$ cat src/rtl/core/dnsp_pkg.sv
`default_nettype none
// ----------------------------------------------------------------------------
// dnsp_pkg: shared types and constants for the DNS TCP message parser
// Parse phases, record kinds and the result record layout.
// ----------------------------------------------------------------------------
package dnsp_pkg;

  localparam int unsigned POS_W = 17;

  localparam logic [1:0] KIND_CHAR    = 2'd0;
  localparam logic [1:0] KIND_SUMMARY = 2'd1;
  localparam logic [1:0] KIND_BAD     = 2'd2;

  localparam logic [7:0] DOT_CHAR = 8'h2e;

  localparam logic [POS_W-1:0] HDR_WORDS_END = POS_W'(8);
  localparam logic [POS_W-1:0] HDR_LAST_POS  = POS_W'(11);
  localparam logic [POS_W-1:0] TTL_OFF_FIRST = POS_W'(6);
  localparam logic [POS_W-1:0] TTL_OFF_LAST  = POS_W'(9);
  localparam logic [7:0]       QFIX_BYTES    = 8'd4;

  localparam logic [1:0] HW_ID    = 2'd0;
  localparam logic [1:0] HW_FLAGS = 2'd1;
  localparam logic [1:0] HW_QDCNT = 2'd2;
  localparam logic [1:0] HW_ANCNT = 2'd3;

  typedef enum logic [2:0] {
    PH_LEN        = 3'd0,
    PH_HDR        = 3'd1,
    PH_NAME_FIRST = 3'd2,
    PH_NAME       = 3'd3,
    PH_QFIX       = 3'd4,
    PH_TAIL       = 3'd5,
    PH_BAD        = 3'd6
  } phase_t;

  typedef struct packed {
    logic [1:0]  kind;
    logic [7:0]  name_char;
    logic [15:0] msg_id;
    logic        is_response;
    logic [3:0]  opcode;
    logic [6:0]  flag_bits;
    logic [3:0]  rcode;
    logic [15:0] answer_count;
    logic [15:0] query_type;
    logic [15:0] query_class;
    logic [31:0] answer_ttl;
    logic        last;
  } result_t;

endpackage
`default_nettype wire

$ cat src/rtl/core/dns_tcp_message_parser.sv
`default_nettype none
// ----------------------------------------------------------------------------
// dns_tcp_message_parser: byte-serial DNS-over-TCP message parser
// Unpacks header, question name, QTYPE/QCLASS and first answer TTL, and
// emits name characters plus one summary or malformed record per message.
// ----------------------------------------------------------------------------
//  channel | signals                         | beat
//  input   | in_valid, in_stall, data_byte   | one stream byte
//  output  | out_valid, out_stall, kind..last| one record (char/summary/bad)
//
// The parser takes one byte per cycle while in_stall is low; each record is
// registered in the output register, or in the skid entry on a stall.
// Synchronous reset returns the parser to the length prefix phase.
// A two-entry output (output register plus skid) absorbs one stalled record;
// in_stall rises only while the skid entry is occupied.
// ----------------------------------------------------------------------------
module dns_tcp_message_parser
  import dnsp_pkg::*;
(
  input  wire logic        clk,
  input  wire logic        rst,
  input  wire logic        in_valid,
  output logic             in_stall,
  input  wire logic [7:0]  data_byte,
  output logic             out_valid,
  input  wire logic        out_stall,
  output logic [1:0]       kind,
  output logic [7:0]       name_char,
  output logic [15:0]      msg_id,
  output logic             is_response,
  output logic [3:0]       opcode,
  output logic [6:0]       flag_bits,
  output logic [3:0]       rcode,
  output logic [15:0]      answer_count,
  output logic [15:0]      query_type,
  output logic [15:0]      query_class,
  output logic [31:0]      answer_ttl,
  output logic             last
);

  phase_t           phase, phase_next;
  logic [POS_W-1:0] byte_position, byte_position_next;
  logic [POS_W-1:0] frame_length, frame_length_next;
  logic [7:0]       label_bytes_left, label_bytes_left_next;
  logic [15:0]      header_words [4];
  logic [15:0]      header_words_next [4];
  logic [POS_W-1:0] question_end, question_end_next;
  logic [31:0]      type_and_class, type_and_class_next;
  logic [31:0]      ttl_shift, ttl_shift_next;

  result_t          res;
  logic             res_valid;
  result_t          out_rec, skid_rec;
  logic             skid_valid;
  logic             accept;

  logic [POS_W-1:0] pos_inc;
  logic [POS_W-1:0] tail_off;
  logic             msg_last;
  logic             has_char;
  logic [7:0]       ch;
  logic             do_bad;

  assign accept   = in_valid && !in_stall;
  assign in_stall = skid_valid;
  assign pos_inc  = byte_position + POS_W'(1);
  assign tail_off = byte_position - question_end;

  always_comb begin
    phase_next            = phase;
    byte_position_next    = byte_position;
    frame_length_next     = frame_length;
    label_bytes_left_next = label_bytes_left;
    header_words_next     = header_words;
    question_end_next     = question_end;
    type_and_class_next   = type_and_class;
    ttl_shift_next        = ttl_shift;
    msg_last              = 1'b0;
    has_char              = 1'b0;
    ch                    = 8'd0;
    do_bad                = 1'b0;

    if (phase == PH_LEN) begin
      if (byte_position == '0) begin
        frame_length_next  = {{(POS_W-8){1'b0}}, data_byte};
        byte_position_next = POS_W'(1);
      end else begin
        frame_length_next     = {{(POS_W-16){1'b0}}, frame_length[7:0], data_byte};
        byte_position_next    = '0;
        header_words_next     = '{default: 16'd0};
        label_bytes_left_next = 8'd0;
        question_end_next     = '0;
        type_and_class_next   = 32'd0;
        ttl_shift_next        = 32'd0;
        if (frame_length[7:0] == 8'd0 && data_byte == 8'd0) begin
          do_bad = 1'b1;
        end else begin
          phase_next = PH_HDR;
        end
      end
    end else begin
      msg_last = (pos_inc == frame_length);
      unique case (phase)
        PH_HDR: begin
          if (byte_position < HDR_WORDS_END) begin
            header_words_next[byte_position[2:1]] =
              {header_words[byte_position[2:1]][7:0], data_byte};
          end
          if (byte_position == HDR_LAST_POS) begin
            phase_next = (header_words[HW_QDCNT] == 16'd0) ? PH_BAD : PH_NAME_FIRST;
          end
        end
        PH_NAME_FIRST: begin
          if (data_byte == 8'd0) begin
            label_bytes_left_next = QFIX_BYTES;
            phase_next            = PH_QFIX;
          end else begin
            label_bytes_left_next = data_byte;
            phase_next            = PH_NAME;
          end
        end
        PH_NAME: begin
          if (label_bytes_left != 8'd0) begin
            has_char              = 1'b1;
            ch                    = data_byte;
            label_bytes_left_next = label_bytes_left - 8'd1;
          end else if (data_byte == 8'd0) begin
            label_bytes_left_next = QFIX_BYTES;
            phase_next            = PH_QFIX;
          end else begin
            has_char              = 1'b1;
            ch                    = DOT_CHAR;
            label_bytes_left_next = data_byte;
          end
        end
        PH_QFIX: begin
          type_and_class_next = {type_and_class[23:0], data_byte};
          if (label_bytes_left != 8'd0) begin
            label_bytes_left_next = label_bytes_left - 8'd1;
          end
          if (label_bytes_left_next == 8'd0) begin
            question_end_next = pos_inc;
            phase_next        = PH_TAIL;
          end
        end
        PH_TAIL: begin
          if (header_words[HW_ANCNT] != 16'd0 && byte_position >= question_end &&
              tail_off >= TTL_OFF_FIRST && tail_off <= TTL_OFF_LAST) begin
            ttl_shift_next = {ttl_shift[23:0], data_byte};
          end
        end
        default: begin
          phase_next = PH_BAD;
        end
      endcase
      byte_position_next = pos_inc;
      if (msg_last) begin
        phase_next         = PH_LEN;
        byte_position_next = '0;
        frame_length_next  = '0;
      end
    end
  end

  // build the record from the post-update message state
  always_comb begin
    res       = '0;
    res_valid = 1'b0;
    if (do_bad || (msg_last && phase_next == PH_LEN && phase != PH_LEN)) begin
      res_valid = 1'b1;
      res.last  = 1'b1;
      if (!do_bad && (phase == PH_TAIL || (phase == PH_QFIX &&
          label_bytes_left_next == 8'd0))) begin
        res.kind         = KIND_SUMMARY;
        res.msg_id       = header_words_next[HW_ID];
        res.is_response  = header_words_next[HW_FLAGS][15];
        res.opcode       = header_words_next[HW_FLAGS][14:11];
        res.flag_bits    = header_words_next[HW_FLAGS][10:4];
        res.rcode        = header_words_next[HW_FLAGS][3:0];
        res.answer_count = header_words_next[HW_ANCNT];
        res.query_type   = type_and_class_next[31:16];
        res.query_class  = type_and_class_next[15:0];
        res.answer_ttl   = (header_words_next[HW_ANCNT] != 16'd0) ? ttl_shift_next : 32'd0;
      end else begin
        res.kind = KIND_BAD;
      end
    end else if (has_char) begin
      res_valid     = 1'b1;
      res.kind      = KIND_CHAR;
      res.name_char = ch;
    end
  end

  always_ff @(posedge clk) begin
    if (rst) begin
      phase            <= PH_LEN;
      byte_position    <= '0;
      frame_length     <= '0;
      label_bytes_left <= 8'd0;
      header_words     <= '{default: 16'd0};
      question_end     <= '0;
      type_and_class   <= 32'd0;
      ttl_shift        <= 32'd0;
    end else if (accept) begin
      phase            <= phase_next;
      byte_position    <= byte_position_next;
      frame_length     <= frame_length_next;
      label_bytes_left <= label_bytes_left_next;
      header_words     <= header_words_next;
      question_end     <= question_end_next;
      type_and_class   <= type_and_class_next;
      ttl_shift        <= ttl_shift_next;
    end
  end

  // output register with one skid entry
  always_ff @(posedge clk) begin
    if (rst) begin
      out_valid  <= 1'b0;
      skid_valid <= 1'b0;
    end else if (out_valid && out_stall) begin
      if (accept && res_valid) begin
        skid_valid <= 1'b1;
      end
    end else if (skid_valid) begin
      out_valid  <= 1'b1;
      skid_valid <= accept && res_valid;
    end else begin
      out_valid <= accept && res_valid;
    end
  end

  always_ff @(posedge clk) begin
    if (out_valid && out_stall) begin
      if (accept && res_valid) begin
        skid_rec <= res;
      end
    end else if (skid_valid) begin
      out_rec <= skid_rec;
      if (accept && res_valid) begin
        skid_rec <= res;
      end
    end else if (accept && res_valid) begin
      out_rec <= res;
    end
  end

  assign kind         = out_rec.kind;
  assign name_char    = out_rec.name_char;
  assign msg_id       = out_rec.msg_id;
  assign is_response  = out_rec.is_response;
  assign opcode       = out_rec.opcode;
  assign flag_bits    = out_rec.flag_bits;
  assign rcode        = out_rec.rcode;
  assign answer_count = out_rec.answer_count;
  assign query_type   = out_rec.query_type;
  assign query_class  = out_rec.query_class;
  assign answer_ttl   = out_rec.answer_ttl;
  assign last         = out_rec.last;

`ifndef SYNTHESIS
  a_skid_behind_out: assert property (@(posedge clk) disable iff (rst)
    skid_valid |-> out_valid)
    else $error("skid entry occupied with empty output register");

  a_char_not_last: assert property (@(posedge clk) disable iff (rst)
    (out_valid && kind == KIND_CHAR) |-> !last)
    else $error("name character record marked last");

  a_len_phase_pos: assert property (@(posedge clk) disable iff (rst)
    (phase == PH_LEN) |-> (byte_position <= POS_W'(1)))
    else $error("length prefix phase with stray byte position");
`endif

endmodule
`default_nettype wire
$ cat config.mk
export PLATFORM = sky130hd
export DESIGN_NAME = dns_tcp_message_parser
export DESIGN_NICKNAME = d
export VERILOG_FILES = /design/src/rtl/core/dnsp_pkg.sv /design/src/rtl/core/dns_tcp_message_parser.sv
export SDC_FILE = /design/constraint.sdc
export NUM_CORES = 1
export LEC_CHECK = 0
export BUFFER_PORTS_ARGS = -buffer_cell sky130_fd_sc_hd__buf_2
export CAP_MARGIN = 40
export CORE_MARGIN = 8
export CORE_UTILIZATION = 45
export DETAILED_ROUTE_END_ITERATION = 6
export GPL_TIMING_DRIVEN = 0
export REMOVE_ABC_BUFFERS = 1
export SETUP_SLACK_MARGIN = 0.1
export SLEW_MARGIN = 10
export SYNTH_ARGS = -nofsm -noshare
export SYNTH_HDL_FRONTEND = slang
export SYNTH_SLANG_ARGS = --single-unit
$ cat constraint.sdc
create_clock -name clk -period 18.6 [get_ports clk]
set_input_delay 5.58 -clock clk [delete_from_list [all_inputs] [get_ports clk]]
set_output_delay 5.58 -clock clk [all_outputs]
set_load 0.05 [all_outputs]
==> out/metrics.yaml <==
status:
  outcome: "complete, no violations"
synth:
  ys_seq_elements: 437
  async_flop_share_pct: 0
  syn_area_per_cell_sq_um: 10.1
  syn_inst: 2039
  synth_cell_types: 86
  synth-edff-count: 246
  yosys_warnings: 0
  syn_area_sq_mm: 0.0205
  ys.flop_type: "edfxtp_1"
  seq_area_frac_synth_pct: 54.6
  synth_top_area_share_pct: 36.0
  synthTopCellsByArea: "edfxtp_1 (36%), dfxtp_1 (19%), nor2_1 (5.6%)"
  synth_top_cell_by_area: "edfxtp_1"
  ys_top_cells_by_count: "nor2_1 (304), edfxtp_1 (246), nand2_1 (228)"
  synth.most_common_cell: "nor2_1"
floorplan:
  core_area_sq_mm: 0.0452
  die_w_um: 230
  rows: 78
  dieArea_sq_mm: 0.0527
  start_util_pct: 45.4
  ios: 137
  die_h_um: 230
finish:
  fin_util_pct: 52.3
  syn2layout_area_growth_pct: 15.2
  drive_gt1_share_pct: 16.5
  nets: 2135
  final_cells: 2741
  antenna_cells: 0
  fillers: 4072
placement:
  dp_cells: 2653
  gp_congestion: 0.853
  port_buffers: 136
  hpwl_um: 34800
clock_tree:
  clock-root-buffer: "clkbuf_16"
  worst_skew_pair.late_latency_ns: 0.59
  post_cts_resized: 0
  cts_tree: "built"
  numCtsBuffers: 47
  cts_hold_buf: 0
  clk_pin_slew_worst_paths_ns: 0.06
  htree_levels: 2
  clockBufferDepth: 3
  cts.sinks: 437
  cts_setup_buffers: 0
worst_setup_path:
  worstPathRequired_ns: 18.86
  startpoint_type: "input pin"
  criticalPathCategory: "input pin to register"
  max_stage_delay_ns: 0.85
  path_common_cell: "buf_8"
  critical_path_arrival_ns: 9.59
  slowest_stage: "a211oi_4"
  worstSetupEndpointType: "register"
  critPathMaxFanout: 17
  path_cells: "buf_2 -> nor4_1 -> nand2_1 -> nor3_1 -> and3_1 -> a31oi_1 -> a211oi_4 -> buf_8 -> buf_8 -> buf_8 -> buf_8 -> buf_8"
timing:
  fin_crit_ns: 9.32
  period_share_pct: 50.1
  fin_skew_ns: 0.0280
  rsz0062_at_grt: "false"
  tns_ns: 0
  worst_pin_slew_ns: 0.967
  maxSlewHeadroom_pct: 35.0
  max_clock_freq_mhz: 107
  drv_slew: 0
  setup_viol: 0
  hold_viol: 0
power:
  peakVddDrop_v: 0.0000648
  p_leak_nw: 8.32
  pwr_density_cell_mw_per_mm2: 103
drt:
  routedWlPerCell_um: 19.2
  routed-via-count: 15800
  antenna_left: 0
  drtIter0Drc: 1372
  drc: 0
  vias_per_cell: 5.78
  wl_um: 52800
  drt_pass1_iterations: 5
grt:
  grt_util_met1_pct: 26.5
  grt_max_degree: 89
  antenna_found_initial: 0
  overflow: 0
  grt_first_pass_wirelength_um: 84000
  use_met2_pct: 30.6
  grt-busiest-layer: "met2"
  use_met3_pct: 3.47
  grt_use_total_pct: 19.3
  grt_pass1_vias: 15000
job:
  drv_cap: 0
worst_hold_path:
  hold_path_class: "register to register"
sequential cells by signal (all words and copies together), names as in the netlist, 17 cells and up:
name,flops
question_end,17
byte_position,17
answer_ttl,32
ttl_shift,32
header_words,64
skid_rec,123
type_and_class,32
placed cells by master (no fill, tap or decap), types with 7 or more instances in the layout:
cell type,netlist,final
edfxtp_1,246,246
o31ai_1,79,79
buf_2,40,137
dfxtp_1,191,190
ha_1,20,20
o21ai_0,37,37
a31oi_1,11,11
mux2_2,13,13
a211oi_1,12,11
a21oi_1,141,139
o31ai_2,28,28
nand4_1,8,8
xnor2_1,22,22
clkbuf_16,0,47
mux2i_1,8,8
nand2b_1,9,8
inv_1,28,28
and3_1,35,35
nor4_1,20,20
buf_4,0,8
or3_1,7,7
nand2_1,228,227
buf_16,0,10
a22o_1,52,52
buf_6,9,8
xor2_1,14,14
a22oi_1,121,121
buf_8,0,13
o21a_1,8,8
nor2b_1,14,13
nor3_1,40,37
clkbuf_1,119,13
nor2_1,304,300
buf_12,0,8
a21oi_2,9,10
clkinv_1,0,7
nand3_1,42,42
stage by stage:
| stage | power (W) | hold slack [ns] | setup slack (ns) | instance area, sq um |
|---|---|---|---|---|
| 2_1_floorplan | 0.00136 | 0.420 | 2.27 | 19800 |
| 3_3_place_gp | 0.00148 | 0.435 | -3.76 | 21200 |
| 3_5_place_dp | 0.00152 | 0.449 | 8.82 | 22100 |
| 4_1_cts | 0.00246 | 0.455 | 9.41 | 23700 |
| 5_1_grt | 0.00253 | 0.477 | 9.06 | 23700 |
| 6_report | 0.00244 | 0.449 | 9.28 | 23700 |
area by class of cell:
type | count | area [sq um] | share of cell area (%)
flip-flops and latches | 437 | 11200 | 47.4
well taps | 600 | 751 | 3.17
inverters | 31 | 116 | 0.492
multi-input cells | 1401 | 8560 | 36.2
repair buffers | 184 | 1470 | 6.20
clock buffers | 64 | 1280 | 5.41
clock inverters | 24 | 259 | 1.10
final timing paths:
path	cells past startpoint	slack (ns)	start	end
worst min register to register	2	0.45	header_words[24]	header_words[24]
worst max-delay path	12	9.28	data_byte[4]	skid_rec[80]
worst min-delay path	2	0.45	header_words[24]	header_words[24]
worst max register to register	17	13.13	byte_position[1]	answer_ttl[14]
power breakdown:
group	total, W	switching (W)	internal (W)	leakage, nW
Sequential	0.00107	0.0000276	0.00105	4.00
Clock	0.000938	0.000384	0.000553	0.755
Combinational	0.000428	0.000310	0.000118	3.57
Total	0.00244	0.000722	0.00172	8.32
critical path, delay by kind of cell:
kind / cells / cell delay (ns)
AO/OA/AOI/OAI: 2 / 1.14
AND/OR/NAND/NOR: 4 / 1.52
buffers and inverters: 6 / 1.28
metal layers:
layer	share of wire [%]	vias up
li1	-	7621
met1	45	7650
met2	46	468
met3	5.9	92
met4	2.7	0
met5	0	-
logic make-up (layout without fill, tap and decap cells):
family	count (synthesis)	after routing	share of synthesized area, %
buf+inv	201	303	4.25
flops	437	437	54.6
xor+xnor	39	39	1.88
compound gates	563	563	19.8
fa+ha+maj	21	21	1.32
simple gates	754	754	16.7
mux	24	24	1.43
Note: power is estimated with default switching activity, not from simulation.
